File: config.mk
export PLATFORM = sky130hd
export DESIGN_NAME = ascii_to_unsigned_parser
export DESIGN_NICKNAME = d
export VERILOG_FILES = /design/src/hw/rtl/atup_pkg.sv /design/src/hw/rtl/atup_char_class.sv /design/src/hw/rtl/ascii_to_unsigned_parser.sv
export VERILOG_INCLUDE_DIRS = /design/src /design/src/hw/rtl
export SDC_FILE = /design/constraint.sdc
export NUM_CORES = 1
export LEC_CHECK = 0
export BUFFER_PORTS_ARGS = -buffer_cell sky130_fd_sc_hd__buf_2
export CAP_MARGIN = 20
export CORE_UTILIZATION = 30
export CTS_CLUSTER_DIAMETER = 150
export DETAILED_ROUTE_END_ITERATION = 6
export PLACE_DENSITY = 0.5
export SLEW_MARGIN = 25
export SYNTH_ARGS = -nofsm -noshare
export SYNTH_HDL_FRONTEND = slang
export SYNTH_SLANG_ARGS = --single-unit
export TNS_END_PERCENT = 50
File: constraint.sdc
create_clock -name clock -period 7.5 [get_ports clock]
set_clock_uncertainty 0.2 [all_clocks]
set_input_delay 0.75 -clock clock [delete_from_list [all_inputs] [get_ports clock]]
set_output_delay 0.75 -clock clock [all_outputs]
set_load 0.03 [all_outputs]
File: src/hw/rtl/ascii_to_unsigned_parser_defines.svh
// assertion macros shared by the parser rtl
// no dependencies; included by files that carry assertions
`ifndef ASCII_TO_UNSIGNED_PARSER_DEFINES_SVH
`define ASCII_TO_UNSIGNED_PARSER_DEFINES_SVH

// same-cycle implication, off while reset is high
`define ATUP_ASSERT_NOW(label, clk, rst, cond, expr) \
   label: assert property (@(posedge clk) disable iff (rst) (cond) |-> (expr)) \
      else $error("parser check failed");

// next-cycle implication, off while reset is high
`define ATUP_ASSERT_NEXT(label, clk, rst, cond, expr) \
   label: assert property (@(posedge clk) disable iff (rst) (cond) |=> (expr)) \
      else $error("parser check failed");

`endif

File: src/hw/rtl/atup_pkg.sv
// shared types and constants for the string to unsigned parser
// no dependencies
package atup_pkg;

   localparam int VALUE_WIDTH = 64;
   localparam int INDEX_WIDTH = 12;
   localparam int BASE_WIDTH  = 6;
   localparam int CHAR_WIDTH  = 8;
   localparam int DIGIT_WIDTH = 6;

   // radix values
   localparam logic [BASE_WIDTH-1:0] RADIX_AUTO  = 6'd0;
   localparam logic [BASE_WIDTH-1:0] RADIX_UNARY = 6'd1;
   localparam logic [BASE_WIDTH-1:0] RADIX_BIN   = 6'd2;
   localparam logic [BASE_WIDTH-1:0] RADIX_OCT   = 6'd8;
   localparam logic [BASE_WIDTH-1:0] RADIX_DEC   = 6'd10;
   localparam logic [BASE_WIDTH-1:0] RADIX_HEX   = 6'd16;
   localparam logic [BASE_WIDTH-1:0] RADIX_MAX   = 6'd36;

   // result status codes
   localparam logic [1:0] STATUS_OK       = 2'd0;
   localparam logic [1:0] STATUS_OVERFLOW = 2'd1;
   localparam logic [1:0] STATUS_BAD_BASE = 2'd2;

   // characters
   localparam logic [CHAR_WIDTH-1:0] CHAR_SPACE = 8'h20;
   localparam logic [CHAR_WIDTH-1:0] CHAR_TAB   = 8'h09;
   localparam logic [CHAR_WIDTH-1:0] CHAR_LF    = 8'h0a;
   localparam logic [CHAR_WIDTH-1:0] CHAR_VT    = 8'h0b;
   localparam logic [CHAR_WIDTH-1:0] CHAR_FF    = 8'h0c;
   localparam logic [CHAR_WIDTH-1:0] CHAR_CR    = 8'h0d;
   localparam logic [CHAR_WIDTH-1:0] CHAR_PLUS  = 8'h2b;
   localparam logic [CHAR_WIDTH-1:0] CHAR_MINUS = 8'h2d;
   localparam logic [CHAR_WIDTH-1:0] CHAR_ZERO  = 8'h30;
   localparam logic [CHAR_WIDTH-1:0] CHAR_NINE  = 8'h39;
   localparam logic [CHAR_WIDTH-1:0] CHAR_UP_A  = 8'h41;
   localparam logic [CHAR_WIDTH-1:0] CHAR_UP_B  = 8'h42;
   localparam logic [CHAR_WIDTH-1:0] CHAR_UP_X  = 8'h58;
   localparam logic [CHAR_WIDTH-1:0] CHAR_UP_Z  = 8'h5a;
   localparam logic [CHAR_WIDTH-1:0] CHAR_LO_A  = 8'h61;
   localparam logic [CHAR_WIDTH-1:0] CHAR_LO_B  = 8'h62;
   localparam logic [CHAR_WIDTH-1:0] CHAR_LO_X  = 8'h78;
   localparam logic [CHAR_WIDTH-1:0] CHAR_LO_Z  = 8'h7a;
   localparam logic [CHAR_WIDTH-1:0] LETTER_BIAS = 8'd10;

   typedef struct packed {
      logic                   blank;
      logic                   plus;
      logic                   minus;
      logic                   zero;
      logic                   hex_mark;
      logic                   bin_mark;
      logic                   alnum;
      logic [DIGIT_WIDTH-1:0] digit;
   } char_class_type;

endpackage

File: src/hw/rtl/atup_char_class.sv
// character decoder: whitespace, sign, prefix letters and digit value
// depends on atup_pkg
module atup_char_class (
   input  logic [atup_pkg::CHAR_WIDTH-1:0] char_code,
   output atup_pkg::char_class_type        char_class
);
   import atup_pkg::*;

   logic                  is_num;
   logic                  is_lower;
   logic                  is_upper;
   logic [CHAR_WIDTH-1:0] offset;

   always_comb begin
      is_num   = (char_code >= CHAR_ZERO) && (char_code <= CHAR_NINE);
      is_lower = (char_code >= CHAR_LO_A) && (char_code <= CHAR_LO_Z);
      is_upper = (char_code >= CHAR_UP_A) && (char_code <= CHAR_UP_Z);

      priority if (is_num) begin
         offset = char_code - CHAR_ZERO;
      end else if (is_lower) begin
         offset = char_code - CHAR_LO_A + LETTER_BIAS;
      end else if (is_upper) begin
         offset = char_code - CHAR_UP_A + LETTER_BIAS;
      end else begin
         offset = '0;
      end

      char_class.blank    = (char_code == CHAR_SPACE) || (char_code == CHAR_TAB) ||
                            (char_code == CHAR_LF) || (char_code == CHAR_CR) ||
                            (char_code == CHAR_VT) || (char_code == CHAR_FF);
      char_class.plus     = (char_code == CHAR_PLUS);
      char_class.minus    = (char_code == CHAR_MINUS);
      char_class.zero     = (char_code == CHAR_ZERO);
      char_class.hex_mark = (char_code == CHAR_LO_X) || (char_code == CHAR_UP_X);
      char_class.bin_mark = (char_code == CHAR_LO_B) || (char_code == CHAR_UP_B);
      char_class.alnum    = is_num || is_lower || is_upper;
      char_class.digit    = offset[DIGIT_WIDTH-1:0];
   end

endmodule

File: src/hw/rtl/ascii_to_unsigned_parser.sv
// top level of the streaming string to unsigned parser
// depends on atup_pkg, atup_char_class and ascii_to_unsigned_parser_defines.svh
//
// One character enters per request; a request with string_start begins a new
// string and samples the base register. Leading whitespace and one sign are
// skipped, an optional 0x / 0b / 0 prefix picks the radix, and digits are
// accumulated until the first non-digit, which produces one response with
// the value, the index of that character and a status. Characters after the
// end of a string are dropped without a response. The block takes one
// character per cycle while the response is not stalled: a request is held
// in the input register, then a combinational step (character decode, 64 by 6
// multiply and add with the overflow check) updates the running state and
// loads the response register, which drives the response outputs. A stalled
// response holds the response register and, once the input register is also
// full, stalls the request channel.
`include "ascii_to_unsigned_parser_defines.svh"

module ascii_to_unsigned_parser (
   input  logic                              clock,
   input  logic                              reset,
   input  logic                              csr_write_enable,
   input  logic [atup_pkg::BASE_WIDTH-1:0]   csr_write_data,
   input  logic                              req_valid,
   output logic                              req_stall,
   input  logic [atup_pkg::CHAR_WIDTH-1:0]   req_char_code,
   input  logic                              req_string_start,
   output logic                              rsp_valid,
   input  logic                              rsp_stall,
   output logic [atup_pkg::VALUE_WIDTH-1:0]  rsp_parsed_value,
   output logic [atup_pkg::INDEX_WIDTH-1:0]  rsp_stop_index,
   output logic [1:0]                        rsp_parse_status
);
   import atup_pkg::*;

   localparam int PROD_WIDTH = VALUE_WIDTH + BASE_WIDTH;

   localparam logic [2:0] PH_IDLE   = 3'd0;
   localparam logic [2:0] PH_SPACE  = 3'd1;
   localparam logic [2:0] PH_PREFIX = 3'd2;
   localparam logic [2:0] PH_ZERO   = 3'd3;
   localparam logic [2:0] PH_DIGITS = 3'd4;

   logic [BASE_WIDTH-1:0]  csr_base_ff;

   logic                   s1_valid_ff;
   logic [CHAR_WIDTH-1:0]  s1_char_ff;
   logic                   s1_start_ff;

   logic [2:0]             phase_ff,  phase_in;
   logic [VALUE_WIDTH-1:0] acc_ff,    acc_in;
   logic                   ovf_ff,    ovf_in;
   logic                   minus_ff,  minus_in;
   logic [BASE_WIDTH-1:0]  base_ff,   base_in;
   logic [INDEX_WIDTH-1:0] count_ff,  count_in;

   logic                   rsp_valid_ff;
   logic [VALUE_WIDTH-1:0] rsp_value_ff;
   logic [INDEX_WIDTH-1:0] rsp_index_ff;
   logic [1:0]             rsp_status_ff;

   char_class_type         cls;

   logic                   out_free;
   logic                   step;

   logic [2:0]             cur_phase;
   logic [VALUE_WIDTH-1:0] cur_acc;
   logic                   cur_ovf;
   logic                   cur_minus;
   logic [BASE_WIDTH-1:0]  cur_base;
   logic [INDEX_WIDTH-1:0] cur_count;
   logic                   bad_base;
   logic                   do_digit;
   logic                   digit_ok;
   logic                   finish;
   logic                   emit;
   logic [PROD_WIDTH-1:0]  product;
   logic [VALUE_WIDTH-1:0] emit_value;
   logic [1:0]             emit_status;

   atup_char_class u_char_class (
      .char_code  (s1_char_ff),
      .char_class (cls)
   );

   assign out_free  = !rsp_valid_ff || !rsp_stall;
   assign step      = s1_valid_ff && out_free;
   assign req_stall = s1_valid_ff && !out_free;

   always_comb begin
      cur_phase = phase_ff;
      cur_acc   = acc_ff;
      cur_ovf   = ovf_ff;
      cur_minus = minus_ff;
      cur_base  = base_ff;
      cur_count = count_ff;
      bad_base  = 1'b0;

      // a start character reinitializes the string state
      if (s1_start_ff) begin
         cur_acc   = '0;
         cur_ovf   = 1'b0;
         cur_minus = 1'b0;
         cur_count = '0;
         cur_base  = csr_base_ff;
         if ((csr_base_ff == RADIX_UNARY) || (csr_base_ff > RADIX_MAX)) begin
            bad_base  = 1'b1;
            cur_phase = PH_IDLE;
         end else begin
            cur_phase = PH_SPACE;
         end
      end

      phase_in = cur_phase;
      acc_in   = cur_acc;
      ovf_in   = cur_ovf;
      minus_in = cur_minus;
      base_in  = cur_base;
      count_in = cur_count;
      do_digit = 1'b0;

      unique case (cur_phase)
         PH_SPACE: begin
            priority if (cls.blank) begin
               phase_in = PH_SPACE;
            end else if (cls.minus) begin
               minus_in = 1'b1;
               phase_in = PH_PREFIX;
            end else if (cls.plus) begin
               phase_in = PH_PREFIX;
            end else if (cls.zero) begin
               phase_in = PH_ZERO;
            end else begin
               if (cur_base == RADIX_AUTO) begin
                  base_in = RADIX_DEC;
               end
               do_digit = 1'b1;
            end
         end
         PH_PREFIX: begin
            if (cls.zero) begin
               phase_in = PH_ZERO;
            end else begin
               if (cur_base == RADIX_AUTO) begin
                  base_in = RADIX_DEC;
               end
               do_digit = 1'b1;
            end
         end
         PH_ZERO: begin
            priority if (cls.hex_mark &&
                         ((cur_base == RADIX_AUTO) || (cur_base == RADIX_HEX))) begin
               base_in  = RADIX_HEX;
               phase_in = PH_DIGITS;
            end else if (cls.bin_mark &&
                         ((cur_base == RADIX_AUTO) || (cur_base == RADIX_BIN))) begin
               base_in  = RADIX_BIN;
               phase_in = PH_DIGITS;
            end else begin
               // a lone leading zero means octal under autodetect
               if (cur_base == RADIX_AUTO) begin
                  base_in = RADIX_OCT;
               end
               do_digit = 1'b1;
            end
         end
         PH_DIGITS: begin
            do_digit = 1'b1;
         end
         default: begin
            phase_in = PH_IDLE;
         end
      endcase

      digit_ok = cls.alnum && (cls.digit < base_in);
      product  = PROD_WIDTH'(cur_acc) * PROD_WIDTH'(base_in) + PROD_WIDTH'(cls.digit);
      finish   = do_digit && !digit_ok;

      if (do_digit) begin
         if (digit_ok) begin
            acc_in   = product[VALUE_WIDTH-1:0];
            ovf_in   = cur_ovf || (|product[PROD_WIDTH-1:VALUE_WIDTH]);
            phase_in = PH_DIGITS;
         end else begin
            phase_in = PH_IDLE;
         end
      end

      emit = bad_base || finish;

      priority if (bad_base) begin
         emit_value  = '0;
         emit_status = STATUS_BAD_BASE;
      end else if (cur_ovf) begin
         emit_value  = '1;
         emit_status = STATUS_OVERFLOW;
      end else if (cur_minus) begin
         emit_value  = '0 - cur_acc;
         emit_status = STATUS_OK;
      end else begin
         emit_value  = cur_acc;
         emit_status = STATUS_OK;
      end

      // index counts every character taken in an open string that did not end it, saturating at all ones
      if ((cur_phase != PH_IDLE) && !finish && (cur_count != '1)) begin
         count_in = cur_count + INDEX_WIDTH'(1);
      end
   end

   always_ff @(posedge clock) begin
      if (reset) begin
         csr_base_ff <= RADIX_AUTO;
      end else if (csr_write_enable) begin
         csr_base_ff <= csr_write_data;
      end
   end

   always_ff @(posedge clock) begin
      if (reset) begin
         s1_valid_ff <= 1'b0;
      end else if (!req_stall) begin
         s1_valid_ff <= req_valid;
      end
   end

   always_ff @(posedge clock) begin
      if (req_valid && !req_stall) begin
         s1_char_ff  <= req_char_code;
         s1_start_ff <= req_string_start;
      end
   end

   always_ff @(posedge clock) begin
      if (reset) begin
         phase_ff <= PH_IDLE;
         ovf_ff   <= 1'b0;
         minus_ff <= 1'b0;
         base_ff  <= RADIX_AUTO;
         count_ff <= '0;
      end else if (step) begin
         phase_ff <= phase_in;
         ovf_ff   <= ovf_in;
         minus_ff <= minus_in;
         base_ff  <= base_in;
         count_ff <= count_in;
      end
   end

   always_ff @(posedge clock) begin
      if (step) begin
         acc_ff <= acc_in;
      end
   end

   always_ff @(posedge clock) begin
      if (reset) begin
         rsp_valid_ff <= 1'b0;
      end else if (out_free) begin
         rsp_valid_ff <= step && emit;
      end
   end

   always_ff @(posedge clock) begin
      if (step && emit) begin
         rsp_value_ff  <= emit_value;
         rsp_index_ff  <= cur_count;
         rsp_status_ff <= emit_status;
      end
   end

   assign rsp_valid        = rsp_valid_ff;
   assign rsp_parsed_value = rsp_value_ff;
   assign rsp_stop_index   = rsp_index_ff;
   assign rsp_parse_status = rsp_status_ff;

   `ATUP_ASSERT_NOW(a_stall_needs_full_output, clock, reset, req_stall, rsp_valid_ff)
   `ATUP_ASSERT_NOW(a_overflow_all_ones, clock, reset,
      rsp_valid_ff && (rsp_status_ff == STATUS_OVERFLOW), rsp_value_ff == '1)
   `ATUP_ASSERT_NOW(a_bad_base_zero, clock, reset,
      rsp_valid_ff && (rsp_status_ff == STATUS_BAD_BASE),
      (rsp_value_ff == '0) && (rsp_index_ff == '0))
   `ATUP_ASSERT_NEXT(a_overflow_sticky, clock, reset,
      ovf_ff && !(step && s1_start_ff), ovf_ff)
   `ATUP_ASSERT_NEXT(a_result_goes_idle, clock, reset, step && emit, phase_ff == PH_IDLE)

endmodule
==> impl_results.rst <==
.. list-table::
   :header-rows: 1

   * - Metric
     - Value
   * - Outcome
     - completed
   * - Signed area change from the synthesized netlist to the final layout
     - 20.8%
   * - Final Power
     - approximately 0.0033 W
   * - Least-Margin Pin Slew
     - 0.969 ns
   * - TritonCTS sink count
     - around 180
   * - Share of synthesized cell area in full adder, half adder and majority cells
     - 31.9%
   * - WS Path Type
     - flop to flop
   * - Number of register bits inferred by synthesis
     - 182
   * - Share of the synthesized area in compound gates (AO/OA/AOI/OAI)
     - between 10% and 20%
   * - Critical path endpoint category
     - flop
   * - Sequential-to-total area share from yosys stat
     - 23.3%
   * - EDFF count, synth
     - roughly 150
   * - Total Die Area
     - 0.0749 mm2
   * - Fin Hold WS
     - between 0.2 and 0.25 ns
   * - Crit start category
     - flop
   * - Simple-gate share of the synthesized area
     - about a fifth
   * - Routed wirelength normalized by instance count
     - 20.2 um
   * - Initial Utilization
     - 30.4%
   * - Chip Height
     - around 270 um
   * - Top flip-flop cell by instance count after synthesis
     - sky130_fd_sc_hd__edfxtp_1
   * - Area used by sequential logic in the layout
     - just over 0.005 mm2
   * - Area share of xor/xnor cells in the synthesized design
     - under 10%
   * - Total vias in the final route
     - 19200
   * - Cells after synthesis
     - about 2400
   * - Ratio of cells with drive above 1 in the final layout
     - 19.3%
   * - Vias per std cell
     - about 5.3
   * - Total nets after synthesis
     - approximately 2800
   * - Worst supply voltage drop on vdd
     - approximately 0.19 mV
   * - Max-cap violation count
     - 0
   * - Maximum number of buffers from clock root to sink
     - 2
   * - Die width
     - between 200 and 300 um
   * - # rows
     - slightly below 100
   * - Total power density per cell area
     - ~120 mW/mm2
   * - Setup violation total in the final timing report
     - 0
   * - Cell count after placement
     - 3585
   * - CTS HTree Levels
     - 4
   * - Setup repair after global routing missed its margin
     - yes
   * - Final net count
     - 3104
   * - Num CTS Buffers
     - 17
   * - Critical path data required time
     - between 7 and 8 ns
   * - Hold-fix buffers, CTS
     - 0
   * - Count of warnings emitted by yosys
     - 0
   * - Via count of the first global-routing pass
     - between 20000 and 25000
   * - Crit Path Max Fanout
     - 4
   * - CTS Root Buffer Type
     - sky130_fd_sc_hd__clkbuf_16
   * - Post-route insts no fill
     - about 3600
   * - Overall track demand over capacity in global routing
     - between 10% and 20%
   * - CTS tree
     - yes
   * - Total area of multi-input combinational cells
     - roughly 0.017 mm2
   * - Total of buffers placed on input and output ports
     - slightly below 100
   * - Detailed Place HPWL
     - approximately 56000 um
   * - Wire length of the first global-routing pass
     - 116000 um
   * - Final core utilization
     - 36.7%
   * - Count of final hold-check violations
     - 0
   * - Core ar.
     - between 0.07 and 0.08 mm2
   * - Class of the tightest hold or removal check
     - input port to flop
   * - Clock-pin slew on the worst setup and hold paths
     - roughly 0.090 ns
   * - Portion of the clock cycle consumed by the worst path in the final layout
     - 98.9%
   * - Total routed wirelength
     - 73600 um
   * - Final Max Slew Viols
     - 0
   * - Pin count of the biggest net entering global routing
     - 53
   * - Gp weighted congestion
     - roughly 0.93
   * - Ports
     - 100
   * - First-iteration detailed-routing DRC count
     - approximately 1400
   * - Critical path arrival
     - approximately 7.5 ns
   * - Router iterations before antenna repair
     - 7
   * - Leakage power total
     - approximately 12 nW
   * - Gr ovfl total
     - 0
   * - Number of routed nets with antenna violations
     - 0
   * - Worst relative slew slack
     - 35.4%
   * - Average cell area after synthesis
     - between 9 and 10 um2
   * - Min Tclk post-route
     - approximately 7.4 ns
   * - Accumulated negative setup slack
     - 0 ns
   * - Post-synthesis instance area
     - 0.0222 mm2
   * - Largest family of logic cells by synthesized area
     - adder cells
   * - Fraction of synthesized area in multiplexers
     - under 10%
   * - Library cells used by synthesis
     - 82
   * - DRC violation count after routing
     - 0
   * - Number of antenna violations at the first check in global routing
     - 1
   * - Share of synthesized flip-flops with an asynchronous set or reset
     - 0%
   * - Clock latency at the later pin of the worst-skew pair
     - 0.52 ns
   * - Final-layout fill cell count
     - around 7400
   * - Maximum operating frequency
     - between 100 and 150 MHz
## layout by cell type (no fill, tap or decap), types with 8 or more instances in the layout
master,n
sky130_fd_sc_hd__or3_1,13
sky130_fd_sc_hd__nor2_2,8
sky130_fd_sc_hd__fa_1,252
sky130_fd_sc_hd__xnor2_1,57
sky130_fd_sc_hd__dfxtp_1,26
sky130_fd_sc_hd__o211ai_1,9
sky130_fd_sc_hd__ha_1,150
sky130_fd_sc_hd__xor2_1,76
sky130_fd_sc_hd__mux2i_1,19
sky130_fd_sc_hd__buf_4,262
sky130_fd_sc_hd__and2_1,188
sky130_fd_sc_hd__nor3_1,18
sky130_fd_sc_hd__o21ai_0,107
sky130_fd_sc_hd__inv_2,8
sky130_fd_sc_hd__nor2b_1,28
sky130_fd_sc_hd__edfxtp_1,151
sky130_fd_sc_hd__and3_1,16
sky130_fd_sc_hd__buf_12,12
sky130_fd_sc_hd__or4_1,10
sky130_fd_sc_hd__nand3_1,31
sky130_fd_sc_hd__o21ai_1,18
sky130_fd_sc_hd__nor2_1,300
sky130_fd_sc_hd__nand2b_1,13
sky130_fd_sc_hd__nand4_1,32
sky130_fd_sc_hd__clkbuf_16,19
sky130_fd_sc_hd__a211oi_1,15
sky130_fd_sc_hd__a21o_1,25
sky130_fd_sc_hd__a21oi_1,152
sky130_fd_sc_hd__a31oi_1,13
sky130_fd_sc_hd__o31ai_1,21
sky130_fd_sc_hd__buf_2,99
sky130_fd_sc_hd__o21bai_1,27
sky130_fd_sc_hd__inv_1,70
sky130_fd_sc_hd__nand2_1,228
sky130_fd_sc_hd__o21a_1,9
sky130_fd_sc_hd__o41ai_1,10
sky130_fd_sc_hd__ha_4,9
sky130_fd_sc_hd__nor4_1,12
## cells by family after synthesis
kind of cell	after synthesis
xor gates and xnor gates	133
muxes	23
buffers and inverters	225
DFF	182
AOI/OAI and AO/OA	491
and+or+nand+nor	946
adders and majority gates	414
## what timing repair did
action / in CTS / in global routing
gates cloned: 1 / 2
setup endpoints to repair: 19 / 24
pin swaps: 23 / 35
setup buffers: 13 / 9
endpoints found under the hold margin: 0 / 0
gates resized for setup: 34 / 80
## final cells by class
class | count | area share [%]
Sequential cell | 182 | 19.3
Timing Repair Buffer | 382 | 10.7
Clock inverter | 14 | 0.687
Antenna cell | 1 | 0.00935
Multi-Input combinational cell | 2007 | 62.1
Tap cell | 959 | 4.48
Inverter | 80 | 1.13
Clock buffer | 18 | 1.60
## registers in the layout, indices dropped and copies added, names as in the netlist, 2 cells and up
signal / count
acc_ff: 64
rsp_parsed_value: 64
count_ff: 12
rsp_stop_index: 12
s1_char_ff: 8
base_ff: 6
csr_base_ff: 6
phase_ff: 3
rsp_parse_status: 2
## routing by layer
metal	routed length (um)	GRT usage [%]
met1	33900	27.3
met2	34100	32.1
met3	4450	3.61
met4	1150	5.01
met5	0	0
## synth_stat cells (57+ instances only)
| library cell | number | area share [%] |
|---|---|---|
| sky130_fd_sc_hd__fa_1 | 252 | 23 |
| sky130_fd_sc_hd__xnor2_1 | 57 | 2.3 |
| sky130_fd_sc_hd__and2_1 | 188 | 5.3 |
| sky130_fd_sc_hd__clkbuf_1 | 128 | 2.2 |
| sky130_fd_sc_hd__a21oi_1 | 156 | 3.5 |
| sky130_fd_sc_hd__inv_1 | 78 | 1.3 |
| sky130_fd_sc_hd__edfxtp_1 | 151 | 20 |
| sky130_fd_sc_hd__xor2_1 | 76 | 3.0 |
| sky130_fd_sc_hd__ha_1 | 162 | 9.1 |
| sky130_fd_sc_hd__nand2_1 | 228 | 3.9 |
| sky130_fd_sc_hd__o21ai_0 | 119 | 2.7 |
| sky130_fd_sc_hd__nor2_1 | 311 | 5.3 |
## report_power, final
group          internal (W)  total, W  leakage [nW]  switching, W
combinational      0.000431   0.00107          9.89      0.000634
clock              0.000481   0.00100         0.300      0.000520
sequential          0.00115   0.00122          1.68     0.0000642
total               0.00207   0.00328          11.9       0.00122
## worst paths after layout
path	endpoint	depth (start not counted)	from	slack, ns
max	acc_ff[56]$_DFFE_PP_	27	s1_char_ff[0]$_DFFE_PP_	0.08
min	s1_char_ff[6]$_DFFE_PP_	1	req_char_code[6]	0.22
max reg2reg	acc_ff[56]$_DFFE_PP_	27	s1_char_ff[0]$_DFFE_PP_	0.08
min reg2reg	count_ff[10]$_SDFFE_PP0P_	1	count_ff[10]$_SDFFE_PP0P_	0.30
## stage by stage
| step | worst slack [ns] | area [um2] |
|---|---|---|
| finish | 0.0795 | 26800 |
| global route | -0.104 | 26800 |
| CTS | 0.00225 | 26300 |
| detailed placement | -0.357 | 25400 |
| global placement | -0.154 | 25400 |
| floorplan | 0.0178 | 22200 |
## worst max-delay path: stages (launching register included)
cell and delay [ns]:
sky130_fd_sc_hd__edfxtp_1 0.45, sky130_fd_sc_hd__buf_4 0.17, sky130_fd_sc_hd__ha_1 0.19, sky130_fd_sc_hd__or3_1 0.31
sky130_fd_sc_hd__a21oi_1 0.14, sky130_fd_sc_hd__o21ai_1 0.09, sky130_fd_sc_hd__or3_4 0.41, sky130_fd_sc_hd__a21oi_4 0.16
sky130_fd_sc_hd__nor4_4 0.06, sky130_fd_sc_hd__or2_1 0.22, sky130_fd_sc_hd__fa_1 0.46, sky130_fd_sc_hd__fa_1 0.53
sky130_fd_sc_hd__inv_2 0.05, sky130_fd_sc_hd__fa_1 0.55, sky130_fd_sc_hd__inv_2 0.04, sky130_fd_sc_hd__fa_1 0.52
sky130_fd_sc_hd__inv_2 0.05, sky130_fd_sc_hd__ha_4 0.24, sky130_fd_sc_hd__a21o_1 0.18, sky130_fd_sc_hd__o2bb2ai_2 0.13
sky130_fd_sc_hd__or3_1 0.34, sky130_fd_sc_hd__a311o_1 0.38, sky130_fd_sc_hd__a21oi_4 0.23, sky130_fd_sc_hd__o41ai_4 0.10
sky130_fd_sc_hd__a41oi_2 0.27, sky130_fd_sc_hd__nor4_2 0.08, sky130_fd_sc_hd__or4_1 0.41, sky130_fd_sc_hd__a31o_1 0.22
(Power assumes the default switching activity.)
